$ cat config.mk
export PLATFORM = sky130hd
export DESIGN_NAME = tpss_qdiv
export DESIGN_NICKNAME = d
export VERILOG_FILES = /design/src/hdl/tower_peak_slice_statistics_unit_macros.svh /design/src/hdl/tpss_pkg.sv /design/src/hdl/tpss_qdiv.sv
export SDC_FILE = /design/constraint.sdc
export NUM_CORES = 1
export LEC_CHECK = 0
export ABC_AREA = 1
export BUFFER_PORTS_ARGS = -buffer_cell sky130_fd_sc_hd__buf_2
export CELL_PAD_IN_SITES_DETAIL_PLACEMENT = 1
export CELL_PAD_IN_SITES_GLOBAL_PLACEMENT = 1
export CORE_ASPECT_RATIO = 0.5
export CORE_MARGIN = 4
export CORE_UTILIZATION = 45
export CTS_CLUSTER_DIAMETER = 40
export DETAILED_ROUTE_END_ITERATION = 6
export PLACE_DENSITY = 0.85
export SETUP_SLACK_MARGIN = 0.15
export SLEW_MARGIN = 10
export SYNTH_ARGS = -nofsm -noshare
export SYNTH_HDL_FRONTEND = slang
export SYNTH_SLANG_ARGS = --single-unit
$ cat constraint.sdc
create_clock -name clk -period 16.35 [get_ports clk]
set_clock_uncertainty 0.15 [all_clocks]
set_input_delay 3.27 -clock clk [delete_from_list [all_inputs] [get_ports clk]]
set_output_delay 3.27 -clock clk [all_outputs]
set_load 0.05 [all_outputs]
$ cat src/hdl/tower_peak_slice_statistics_unit_macros.svh
// Assertion helpers for the tower statistics block.
// Both forms sample on clk; the first is held off during rst.
`ifndef TOWER_PEAK_SLICE_STATISTICS_UNIT_MACROS_SVH
`define TOWER_PEAK_SLICE_STATISTICS_UNIT_MACROS_SVH
`ifndef NO_ASSERTIONS
`define TPSS_ASSERT(name, prop) \
  name: assert property (@(posedge clk) disable iff (rst) prop) \
    else $error("tpss check failed");
`define TPSS_ASSERT_ALWAYS(name, prop) \
  name: assert property (@(posedge clk) prop) \
    else $error("tpss check failed");
`else
`define TPSS_ASSERT(name, prop)
`define TPSS_ASSERT_ALWAYS(name, prop)
`endif
`endif

$ cat src/hdl/tpss_pkg.sv
`default_nettype none
package tpss_pkg;

  localparam int TOWERS   = 8192;
  localparam int ADC_BITS = 10;
  localparam int ENTRIES  = 2 * TOWERS;
  localparam int IDX_W    = $clog2(ENTRIES);

  localparam int CNT_W  = 32;
  localparam int FIX_W  = 11;
  localparam int BIT_W  = 4;
  localparam int TGT_W  = 40;
  localparam int ROOT_W = 40;
  localparam int RAD_W  = 2 * ROOT_W;
  localparam int PROD_W = 2 * CNT_W;

  // register byte addresses, index = paddr[2]
  localparam logic REG_MIN_SUM    = 1'b0;
  localparam logic REG_MIN_SPREAD = 1'b1;

  typedef struct packed {
    logic [CNT_W-1:0] cnt;
    logic [CNT_W-1:0] sq;
    logic [CNT_W-1:0] sum;
  } tpss_entry_t;

  localparam int ENTRY_W = $bits(tpss_entry_t);

  typedef enum logic [3:0] {
    ST_CLEAR,
    ST_IDLE,
    ST_LOOK,
    ST_ACC,
    ST_MEAN,
    ST_MUL_A,
    ST_MUL_B,
    ST_DIFF,
    ST_SQRT,
    ST_SIGMA,
    ST_DONE
  } tpss_state_t;

endpackage
`default_nettype wire

$ cat src/hdl/tpss_qdiv.sv
`default_nettype none
// Saturating quotient: largest q <= 2047 with q * den <= target.
// One quotient bit per cycle.
module tpss_qdiv
  import tpss_pkg::*;
(
  input  wire logic              clk,
  input  wire logic              rst,
  input  wire logic              start,
  input  wire logic [CNT_W-1:0]  den,
  input  wire logic [TGT_W-1:0]  target,
  output logic                   done,
  output logic      [FIX_W-1:0]  quo
);

  localparam int MP_W = FIX_W + CNT_W;

  logic [BIT_W-1:0] bitn;
  logic             busy;
  logic [FIX_W-1:0] cand;
  logic [MP_W-1:0]  prod;

  assign cand = quo | (FIX_W'(1) << bitn);
  assign prod = MP_W'(cand) * MP_W'(den);

  always_ff @(posedge clk) begin
    if (rst) begin
      busy <= 1'b0;
      done <= 1'b0;
      bitn <= '0;
    end else begin
      done <= 1'b0;
      if (start) begin
        busy <= 1'b1;
        bitn <= BIT_W'(FIX_W - 1);
      end else if (busy) begin
        bitn <= bitn - 1'b1;
        if (bitn == '0) begin
          busy <= 1'b0;
          done <= 1'b1;
        end
      end
    end
  end

  // trial bit kept when the product stays within target
  always_ff @(posedge clk) begin
    if (start) begin
      quo <= '0;
    end else if (busy && (prod <= MP_W'(target))) begin
      quo <= cand;
    end
  end

endmodule
`default_nettype wire

# [Word-level counts from Yosys, hierarchy flattened]
# Cells that the tools add are included.
[word_totals] register_bits=17 input_bits=75 out_inout_bits=12 elab_cells=22
[op_classes] add_sub_neg=1 n_mul=1 order_cmp=1 shift=1 mux=6 n_bitwise=2 reduce_logical=5
[ops] operator="$le 43x40->1" n=1
[ops] operator="$mul 11x32->43" n=1
[ops] operator="$or 11x11->11" n=1
[ops] operator="$shl 1x4->11 const A" n=1
[ops] operator="$mux 4" n=2
[ops] operator="$logic_not 4->1" n=1
[ops] operator="$mux 1" n=4
[ops] operator="$sub 4x1->4 const B" n=1
[ops] operator="$reduce_or 3->1" n=1
[ops] operator="$reduce_bool 2->1" n=1
[ops] operator="$reduce_or 2->1" n=1
[ops] operator="$logic_and 1x1->1" n=1
[ops] operator="$not 1->1" n=1

# [Longest topological paths before layout]
[depth] word_depth=5 ltp_mapped=44 mapped_depth_nobuf=42

# [Least setup slack after synthesis]
# OpenSTA, ideal clock, no wires.
[synth_timing] path_kind="input to register" start="in den[5]" end="reg quo[0]" setup_ns=0.117 arrival_time_ns=8.771 t_required_ns=16.083 slack_ns=7.313 path_stages=35 n_path_buf=2 path_cell_list="clkbuf_1 > inv_1 > nor2_1 > fa_1 > inv_1 > fa_1 > inv_1 > fa_1 > fa_1 > inv_1 > fa_1 > inv_1 > ha_1 > a21oi_1 > o21ai_2 > nand2_1 > nand2_1 > a31oi_1 > o21ai_0 > a31oi_1 > xor2_1 > inv_1 > ha_1 > nand2_1 > nor3_1 > nand2_1 > nand2_1 > nand2_1 > nand2_1 > nand2_1 > nand2_1 > nand2_1 > nand2_2 > buf_6 > a21oi_2"
[synth_via] elab_chain_len=3
[synth_rtl] element="from (decl)" line_no="tpss_qdiv.sv:10" text="input wire logic [CNT_W-1:0] den,"
[synth_rtl] element="$mul 11x32->43" line_no="tpss_qdiv.sv:24" text="assign prod = MP_W'(cand) * MP_W'(den);"
[synth_rtl] element="$le 43x40->1" line_no="tpss_qdiv.sv:50" text="end else if (busy && (prod <= MP_W'(target))) begin"
[synth_rtl] element="$logic_and 1x1->1" line_no="tpss_qdiv.sv:50"
[synth_rtl] element="to (signal assigned)" line_no="tpss_qdiv.sv:51" text="quo <= cand;"
[synth_rtl] element="to (decl)" line_no="tpss_qdiv.sv:13" text="output logic [FIX_W-1:0] quo"
# Every way passes these cells.
# A chain may end at the register's enable or synchronous reset.

# [Worst setup path in the final report]
[layout_timing] start="in den[4]" end="reg quo[4]"
# Same word-level chain as after synthesis.

==> flow_summary.ini <==
[run_status]
status = completed

[sta]
setup_viol = 0
tightest_slew_ps = 1101
period_share_pct = 60.72
period_needed_ps = 9928
fin_setup_tns_ps = 0
rsz0062_at_grt = false
clock.fmax_mhz = 100.7
drv_slew = 0
slew-limit-headroom_pct = 26.54
hold_violations = 0

[synthesis]
synthArstFlopShare_pct = 0
syn-mean-instance-area_sq_um = 7.625
ys_top_cells_by_area = fa_1 (42%), ha_1 (12%), nand2_1 (11%)
ys_seq_area_share_pct = 2.686
yosysWarnings = 0
synth-seq-cells = 17
syn_area_sq_um = 12670
synth_edf_count = 0
synth.top_cell.area_share_pct = 42.50
yosysUniqueCellTypes = 42
synth_top_area_cell = fa_1
synthFlopType = dfxtp_1
synthMostInstantiatedCell = nand2_1
netlist_top_cells_count = nand2_1 (386), inv_1 (377), fa_1 (269), nor2_1 (194), ha_1 (126)
syn_inst = 1662
synth_nets = 2132

[critical_path]
crit_path_end_kind = flop
cp_max_fo = 11
reg2reg_depth = 38
critPathLaunchType = primary input
crit_slowest_cell = fa_1
path_class = primary input to flop
startpoint = den[4]
cpPeakStageDelay_ps = 550
worstReg2RegStart = bitn[0]
crit_arrival_ps = 9950
critPathRequiredTime_ps = 16370
ff2ff_setup_slack_ps = 7580
crit_family = adder cells
cp_num_buf_inv = 6
r2r-end = quo[4]
worst_path_most_repeated_cell = nand2_1

[cts]
cts_resized = 0
cts_buffer_depth = 2
cts_sinks = 17
postCtsSetupBuffers = 0
cts-root-buf = clkbuf_16
cts_hold_buf = 0
cts_max_level = 1
numCtsBuffers = 3
path_clk_slew_ps = 50
clock_latency_ps = 250
cts_tree = built

[final_layout]
utilization_pct = 48.75
diodes = 0
design_area_sq_um = 13510
finalNetCount = 2182
drive_above_1_share_pct = 8.182
multi_input_area_sq_um = 10670
areaGrowthSynthToFinish_pct = 6.586
fillers = 3569
regArea_sq_um = 340.3

[global_routing]
grt_overflow = 0
grt_usage_pct = 25.46
grt_pass1_vias = 12400
grt_antenna_before_repair = 0
grt_pass1_wl_um = 63290
grt_max_degree = 31

[routing]
drt-initial-drc-count = 634
drcViolationCount = 0
vias = 11070
antenna_left = 0
wirelength_um = 38880
avgRoutedWirePerCell_um = 18.57
via_per_inst = 5.290
dr.pass1.iters = 5

[place]
hpwl_um = 33760
placed_area_sq_um = 13430
port_buffers = 86
place.gp.congestion = 0.8912

[die]
die-area_sq_um = 31070
ioPinCount = 87
start_util_pct = 45.73
rows = 43
core_sq_um = 27710
fp.dieH_um = 126.7
die_w_um = 245.3

[min_path]
hold_class = flop to flop
hold_path_startpoint = quo[0]
whs_path_depth = 2
whs_endpoint = quo[0]

[flow_run]
cap_violations = 0

[power_and_ir_drop]
pwr_density_cell_nw_per_um2 = 48.05
ir_worst_vdd_v = 0.00003255
leakagePower_nw = 7.297
==> report_power, final <==
| group | total [W] | leakage [nW] | internal (W) | switching [W] |
|---|---|---|---|---|
| clock | 0.0000503 | 0.0382 | 0.0000331 | 0.0000172 |
| sequential | 0.0000446 | 0.138 | 0.0000428 | 0.00000184 |
| combinational | 0.000554 | 7.12 | 0.000203 | 0.000351 |
==> worst max path at each step <==
stage | to | slack, ps | depth (start not counted)
6_report | quo[4] | 6420 | 37
2_1_floorplan | quo[0] | 7310 | 35
3_5_place_dp | quo[4] | 6260 | 37
4_1_cts | quo[4] | 6440 | 37
3_3_place_gp | quo[4] | 6340 | 37
5_1_grt | quo[4] | 6030 | 38
==> cells by family after synthesis <==
| kind of cell | after synthesis | share of synthesized area [%] |
|---|---|---|
| buffers and inverters | 432 | 13.19 |
| AND/OR/NAND/NOR | 641 | 20.10 |
| AO/OA/AOI/OAI | 140 | 6.527 |
| XOR/XNOR | 37 | 2.557 |
| adder cells (fa/ha/maj) | 395 | 54.94 |
| flip-flops | 17 | 2.686 |
==> routing by layer <==
layer | up-vias | global-route usage [%] | share of wire (%)
met5 | - | 0 | 0
met4 | 0 | 7.172 | 2.9
met3 | 81 | 2.662 | 5.2
met2 | 329 | 45.75 | 51
met1 | 5651 | 32.96 | 41
li1 | 5011 | - | -
==> final cells by class <==
| class | count | area share, % |
|---|---|---|
| sequential | 17 | 2.520 |
| timing repair buffer | 98 | 3.854 |
| inverter | 379 | 10.53 |
| tap | 382 | 3.539 |
| multi-input combinational | 1213 | 78.97 |
| clock buffer | 4 | 0.5836 |
==> registers in the layout, summed over array words and instances (netlist names) <==
name / cells
done: 1
bitn: 4
quo: 11
busy: 1
==> cells in the final DEF, fill, tap and decap left out, types with 14 or more instances in the layout <==
| cell | synthesis | layout |
|---|---|---|
| nand2_1 | 386 | 386 |
| inv_1 | 377 | 377 |
| fa_1 | 269 | 269 |
| nor2_1 | 194 | 194 |
| ha_1 | 126 | 126 |
| buf_2 | 0 | 86 |
| a21oi_1 | 71 | 71 |
| xor2_1 | 25 | 25 |
| nand3_1 | 24 | 24 |
| o21ai_0 | 18 | 18 |
| dfxtp_1 | 17 | 17 |
| a21oi_2 | 14 | 14 |
==> stage by stage <==
stage / setup slack [ps] / power (W) / instances / hold WS [ps]
after CTS: 6442 / 0.0006533 / 2093 / 337.2
after global placement: 6344 / 0.0005747 / 2089 / 314.5
after global routing: 6028 / 0.0007277 / 2093 / 352.2
final: 6422 / 0.0006490 / 2093 / 338.4
after floorplan: 7313 / 0.0004446 / 1662 / 345.7
after detailed placement: 6257 / 0.0005998 / 2089 / 323.5
==> worst reg2reg max path: cells and delay by family, from the launching register on <==
kind	cells	cell delay (ps)
AND/OR/NAND/NOR	17	1560
buffers and inverters	5	1110
adder cells (fa/ha/maj)	8	3260
XOR/XNOR	1	240
flip-flops	1	370
AO/OA/AOI/OAI	7	2040
No activity file was read; power rests on OpenSTA's default activity.
