$ cat config.mk
export PLATFORM = sky130hd
export DESIGN_NAME = tpss_sqrt
export DESIGN_NICKNAME = d
export VERILOG_FILES = /design/src/hdl/tower_peak_slice_statistics_unit_macros.svh /design/src/hdl/tpss_pkg.sv /design/src/hdl/tpss_sqrt.sv
export SDC_FILE = /design/constraint.sdc
export NUM_CORES = 1
export LEC_CHECK = 0
export BUFFER_PORTS_ARGS = -buffer_cell sky130_fd_sc_hd__buf_2
export CAP_MARGIN = 0
export CORE_MARGIN = 5
export CORE_UTILIZATION = 40
export CTS_CLUSTER_DIAMETER = 40
export DETAILED_ROUTE_END_ITERATION = 8
export SLEW_MARGIN = 10
export SYNTH_ARGS = -nofsm -noshare
export SYNTH_HDL_FRONTEND = slang
export SYNTH_SLANG_ARGS = --single-unit
$ cat constraint.sdc
create_clock -name clk -period 4.8 [get_ports clk]
set_clock_uncertainty 0.15 [all_clocks]
set_input_delay 0.24 -clock clk [delete_from_list [all_inputs] [get_ports clk]]
set_output_delay 0.24 -clock clk [all_outputs]
set_load 0.1 [all_outputs]
$ cat src/hdl/tower_peak_slice_statistics_unit_macros.svh
// Assertion helpers for the tower statistics block.
// Both forms sample on clk; the first is held off during rst.
`ifndef TOWER_PEAK_SLICE_STATISTICS_UNIT_MACROS_SVH
`define TOWER_PEAK_SLICE_STATISTICS_UNIT_MACROS_SVH
`ifndef NO_ASSERTIONS
`define TPSS_ASSERT(name, prop) \
  name: assert property (@(posedge clk) disable iff (rst) prop) \
    else $error("tpss check failed");
`define TPSS_ASSERT_ALWAYS(name, prop) \
  name: assert property (@(posedge clk) prop) \
    else $error("tpss check failed");
`else
`define TPSS_ASSERT(name, prop)
`define TPSS_ASSERT_ALWAYS(name, prop)
`endif
`endif

$ cat src/hdl/tpss_pkg.sv
`default_nettype none
package tpss_pkg;

  localparam int TOWERS   = 8192;
  localparam int ADC_BITS = 10;
  localparam int ENTRIES  = 2 * TOWERS;
  localparam int IDX_W    = $clog2(ENTRIES);

  localparam int CNT_W  = 32;
  localparam int FIX_W  = 11;
  localparam int BIT_W  = 4;
  localparam int TGT_W  = 40;
  localparam int ROOT_W = 40;
  localparam int RAD_W  = 2 * ROOT_W;
  localparam int PROD_W = 2 * CNT_W;

  // register byte addresses, index = paddr[2]
  localparam logic REG_MIN_SUM    = 1'b0;
  localparam logic REG_MIN_SPREAD = 1'b1;

  typedef struct packed {
    logic [CNT_W-1:0] cnt;
    logic [CNT_W-1:0] sq;
    logic [CNT_W-1:0] sum;
  } tpss_entry_t;

  localparam int ENTRY_W = $bits(tpss_entry_t);

  typedef enum logic [3:0] {
    ST_CLEAR,
    ST_IDLE,
    ST_LOOK,
    ST_ACC,
    ST_MEAN,
    ST_MUL_A,
    ST_MUL_B,
    ST_DIFF,
    ST_SQRT,
    ST_SIGMA,
    ST_DONE
  } tpss_state_t;

endpackage
`default_nettype wire

$ cat src/hdl/tpss_sqrt.sv
`default_nettype none
// Integer square root, two radicand bits per cycle.
module tpss_sqrt
  import tpss_pkg::*;
(
  input  wire logic                clk,
  input  wire logic                rst,
  input  wire logic                start,
  input  wire logic [PROD_W-1:0]   value,   // root of value * 65536
  output logic                     done,
  output logic      [ROOT_W-1:0]   root
);

  localparam int REM_W = ROOT_W + 2;
  localparam int CNT_BITS = $clog2(ROOT_W);

  logic [RAD_W-1:0]    rad;
  logic [REM_W-1:0]    rem;
  logic [CNT_BITS-1:0] cnt;
  logic                busy;
  logic [REM_W+1:0]    rem_sh;
  logic [REM_W+1:0]    trial;
  logic                take;

  assign rem_sh = {rem, rad[RAD_W-1 -: 2]};
  assign trial  = (REM_W+2)'({root, 2'b01});
  assign take   = rem_sh >= trial;

  // control
  always_ff @(posedge clk) begin
    if (rst) begin
      busy <= 1'b0;
      done <= 1'b0;
      cnt  <= '0;
    end else begin
      done <= 1'b0;
      if (start) begin
        busy <= 1'b1;
        cnt  <= CNT_BITS'(ROOT_W - 1);
      end else if (busy) begin
        cnt <= cnt - 1'b1;
        if (cnt == '0) begin
          busy <= 1'b0;
          done <= 1'b1;
        end
      end
    end
  end

  // one root digit per cycle
  always_ff @(posedge clk) begin
    if (start) begin
      rad  <= RAD_W'({value, 16'h0000});
      rem  <= '0;
      root <= '0;
    end else if (busy) begin
      rad <= {rad[RAD_W-3:0], 2'b00};
      if (take) begin
        rem  <= REM_W'(rem_sh - trial);
        root <= {root[ROOT_W-2:0], 1'b1};
      end else begin
        rem  <= REM_W'(rem_sh);
        root <= {root[ROOT_W-2:0], 1'b0};
      end
    end
  end

endmodule
`default_nettype wire

# ---- Word-level counts from Yosys, hierarchy flattened
# Cells that the tools add are included.
dict set report totals {
  reg_bits 154
  input_bits 67
  output_inout_bits 41
  word_cells 25
}
dict set report op_classes {
  addsub 2
  magnitude_cmp 1
  mux 10
  bitwise 1
  reduce_logical 4
}
# operator n
set ops {}
lappend ops {{80-bit two-way mux} 2}
lappend ops {{44-bit by 42-bit >= comparator with 1-bit output} 1}
lappend ops {{42-bit two-way mux} 1}
lappend ops {{42-bit subtractor} 1}
lappend ops {{6-bit two-way mux} 2}
lappend ops {{6-bit zero test} 1}
lappend ops {{6-bit by 1-bit subtractor with 6-bit output, second input constant} 1}
lappend ops {{1-bit two-way mux} 5}
lappend ops {{3-bit OR reduction} 1}
lappend ops {{2-bit nonzero test} 1}
lappend ops {{2-bit OR reduction} 1}
lappend ops {{1-bit inverter} 1}

# ---- Logic depth before layout (Yosys ltp)
dict set report logic_depth {
  ltp_word 4
  depth_mapped 14
}

# ---- Least setup slack after synthesis
# Ideal clock, no wire load.
dict set report synth_path {
  kind {register -> register}
  start {register root[14]}
  end {register rem[33]}
  setup_time_ns 0.091
  arrival_time_ns 3.456
  required_time_ns 4.559
  path_slack_ns 1.104
  path_stages_with_launch 13
  n_path_buf 1
  cell_sequence {dfxtp_1 -> inv_1 -> ha_1 -> buf_2 -> a21oi_1 -> o21ai_0 -> or3_1 -> or3_1 -> nand3_1 -> nand3_1 -> a31oi_1 -> mux2_2 -> a311oi_1}
}
dict set report synth_via {
  elab_chain_len 2
  elab_cells_between_ends 3
  cone_classes {add/sub: 1; order compare: 1; mux: 1}
}
# item line_no
set synth_lines {}
lappend synth_lines {{start: declaration} tpss_sqrt.sv:11} ;# output logic [ROOT_W-1:0] root
lappend synth_lines {{start signal: assignment} tpss_sqrt.sv:60} ;# root <= {root[ROOT_W-2:0], 1'b1};
lappend synth_lines {{start signal: assignment} tpss_sqrt.sv:63} ;# root <= {root[ROOT_W-2:0], 1'b0};
lappend synth_lines {{42-bit subtractor / 44-bit by 42-bit >= comparator with 1-bit output (equally long branches)} {tpss_sqrt.sv:59, tpss_sqrt.sv:27}}
lappend synth_lines {{42-bit two-way mux *} tpss_sqrt.sv:58} ;# if (take) begin
lappend synth_lines {{end signal: assignment} tpss_sqrt.sv:59} ;# rem <= REM_W'(rem_sh - trial);
lappend synth_lines {{end signal: assignment} tpss_sqrt.sv:62} ;# rem <= REM_W'(rem_sh);
lappend synth_lines {{end: declaration} tpss_sqrt.sv:18} ;# logic [REM_W-1:0] rem;
# Mark *: on every way between the ends. The rest lies on a longest branch, timed or not.
# A chain may end at the register's enable or synchronous reset.

# ---- Worst setup path in the final report
# Same ends and word-level chain as after synthesis.

==> summary.txt <==
Timing
  – Setup TNS: 0 ns
  – Period utilisation layout: 72.2%
  – Final Setup Violations: 0
  – Max Slew Vio Count: 0
  – Fmax: roughly 290 MHz
  – Final min period: ~3.5 ns
  – Slew headroom: between 30 and 40%
  – Final hold vios: 0
  – RSZ-0062 raised after global routing: no
  – Worst-margin pin slew: slightly above 1 ns
  – Hold slack: around 0.12 ns

Place
  – DP Area: around 9700 um^2
  – Gpl congestion: 0.872
  – HPWL after DPL: 14200 um
  – Port Buffers: 107

Logic synthesis
  – Dominant cell type by area after synthesis: edfxtp_1
  – Syn nets: between 1000 and 1500
  – Synth Instances: 943
  – Synthesis warning total: 0
  – Synth Cell Area: ~9100 um^2
  – Async S/R FF share, synth: 0%
  – Synth cell types: 70
  – Largest cells by area after synthesis: edfxtp_1 (21%), dfxtp_1 (20%), mux2_2 (8.0%), ha_1 (6.1%), mux2i_1 (4.4%)
  – Count of flip-flops with a built-in enable after synthesis: 64
  – Flops & latches, synth: ~150
  – Synth top area share: 21.2%
  – Seq/Total Area, Yosys: 41.1%
  – Syn Area/Cell: ~9.6 um^2
  – Synth Flop Type: dfxtp_1

Final layout
  – Diodes inserted: 0
  – Fillers: ~2100
  – Storage cell area: about 3700 um^2
  – Nets@finish: between 1000 and 1500
  – Most common cell after layout, fill and taps aside: buf_2
  – P&R area growth vs syn: 20.7%
  – Area of the multi-input gates: 4800 um^2
  – Most frequent cells in the layout: buf_2 (106), nand2_1 (96), nor2_1 (92)
  – Post-route cell area: roughly 11000 um^2
  – Share of layout cells above drive strength 1: 21.8%

Setup path
  – Worst R2R Start: root[14]
  – WP data required: between 4 and 5 ns
  – Critical Path Slowest Stage Cell: ha_1
  – CP Capture Type: flip-flop
  – CP max stage delay: 0.39 ns
  – Reg-to-Reg End: rem[33]
  – Cell chain of the critical path: inv_1 -> ha_1 -> a21oi_1 -> o21ai_0 -> or3_1 -> or3_1 -> nand3_1 -> nand3_1 -> a31oi_1 -> mux2_2 -> a311oi_1
  – Worst Reg-to-Reg Cells: 11
  – Critical Path Start Type: flip-flop
  – Critical path arrival: between 3 and 4 ns
  – CP max FO: 7
  – CP Class: reg2reg
  – Reg2Reg Setup Slack: around 1.3 ns

Clock network
  – CTS Buf Count: 17
  – Clk buf depth: 2
  – Worst-path clk slew: roughly 0.07 ns
  – CTS tree: done
  – Worst-skew pair later-pin latency: about 0.43 ns
  – Root Buffer: clkbuf_16
  – CTS H-tree depth: 4
  – Sink Count: 154
  – Postcts setup bufs: 0

Route
  – Drt first pass iters: 5
  – DRC: 0
  – DR iter-0 viols: about 470
  – Via count: between 7000 and 8000
  – Drt total wl: between 20000 and 25000 um
  – WL/cell: between 15 and 20 um
  – ANT nets after route: 0
  – Vias/cell: ~5.2

Power and ir drop
  – Pwr Total: between 6000 and 7000 uW
  – Pwr dens: slightly above 600 nW/um^2
  – Max VDD drop: between 0.0004 and 0.0005 V
  – Lkg Pwr: approximately 0.0045 uW

Outcome
  – Status: finished clean

Flow run
  – MaxCap Viol Count: 0

Floorplanning
  – Die height: around 160 um
  – Top Ports: 108
  – Core box area: between 20000 and 25000 um^2
  – Initial Util: 40.3%
  – Row cnt: 55
  – DIE WIDTH: ~160 um
  – DIE AREA: between 20000 and 30000 um^2

Min path
  – Worst Hold Path EP: root[38]
  – Hold crit path type: in2reg
  – Hold Crit Start: start
  – Hold path cells: 2

Global routing
  – Initial antenna violation count: 0
  – First-pass GRT wire length: roughly 36000 um
  – Largest net degree at the start of global routing: 84
  – Total GRT Usage: 16.8%
  – Total gr overflow: 0
  – Via count of the first global-routing pass: 7177
[synthesized netlist by cell type, types with 4 or more instances]
master    count
o21bai_1      6
a211oi_1      4
edfxtp_1     64
clkbuf_1     40
buf_1         4
dfxtp_1      90
xnor2_1      24
a21oi_1      48
nor3b_1       4
inv_1        59
nor2b_1       7
nor2_1       92
mux2_2       64
nand4_1      16
a31oi_1      13
buf_6         4
buf_2         6
nand2_1      96
and3_1        4
mux2i_1      40
o21a_1        4
or3_1         5
a21boi_0      4
a311oi_2     13
a311oi_1     21
ha_1         44
nand2b_1      8
and2_1        9
xor2_1       15
nand3_1      17
o21ai_0      24
a21o_1       24
nor3_1       12
[layout make-up]
cell class                      instances  share of cell area, %
Clock buffer                           17                   3.89
Clock inverter                         15                   1.53
Inverter                               60                   2.06
Multi-Input combinational cell        671                   43.9
Sequential cell                       154                   34.1
Tap cell                              285                   3.26
Timing Repair Buffer                  177                   11.2
[sequential cells by signal (all words and copies together), names as in the netlist]
register  count
busy          1
rad          64
cnt           6
rem          42
done          1
root         40
[what timing repair did]
| item | 4_1_cts | 5_1_grt |
|---|---|---|
| hold endpoints to repair | 72 | 0 |
| gates resized for setup | 0 | 0 |
| endpoints found under the setup margin | 0 | 0 |
| hold buffers | 65 | 0 |
[how the worst max path moves through the flow]
stage	start	to	slack [ns]	depth (start not counted)
after floorplan	root[14]	rem[33]	1.10	12
after CTS	root[14]	rem[33]	1.37	11
final	root[14]	rem[33]	1.34	11
after detailed placement	root[14]	rem[33]	1.41	11
after global routing	root[14]	rem[33]	1.14	11
after global placement	root[14]	rem[33]	1.44	11
[through the flow]
stage | setup WS [ns] | instances | utilization (%)
finish | 1.34 | 1379 | 48.6
global route | 1.14 | 1379 | 48.6
CTS | 1.37 | 1379 | 48.6
detailed placement | 1.41 | 1282 | 43.1
global placement | 1.44 | 1282 | 43.1
floorplan | 1.10 | 943 | -
[report_power, final]
part           total, uW  leakage [uW]  switching, uW  internal, uW
sequential          1680       0.00138            126          1560
clock               1360      0.000294            653           703
combinational       3780       0.00281           2320          1460
total               6820       0.00448           3100          3720
[critical path, delay by kind of cell (launching register included)]
family	cells	cell delay (ns)
AND/OR/NAND/NOR	4	1.03
AO/OA/AOI/OAI	4	1.00
adder cells (fa/ha/maj)	1	0.39
flip-flops	1	0.38
multiplexers	1	0.35
buffers and inverters	1	0.07
[layer usage]
metal	up-vias	share of wire [%]	wire length [um]	GRT usage, %
met3	30	3.4	725	3.34
met1	3356	49	10500	23.4
met4	0	2.0	428	5.44
met5	-	0	0	0
li1	3672	-	-	-
met2	115	45	9680	26.3
[kinds of logic (layout without fill, tap and decap cells)]
family / count (synthesis) / after routing / share of synthesized area [%]
muxes: 104 / 104 / 12.4
and+or+nand+nor: 287 / 287 / 14.9
DFF: 154 / 154 / 41.1
buffers and inverters: 118 / 269 / 5.86
AOI/OAI and AO/OA: 197 / 197 / 15.9
adders and majority gates: 44 / 44 / 6.08
xor gates and xnor gates: 39 / 39 / 3.77
Power figures use the tool's default switching activity.
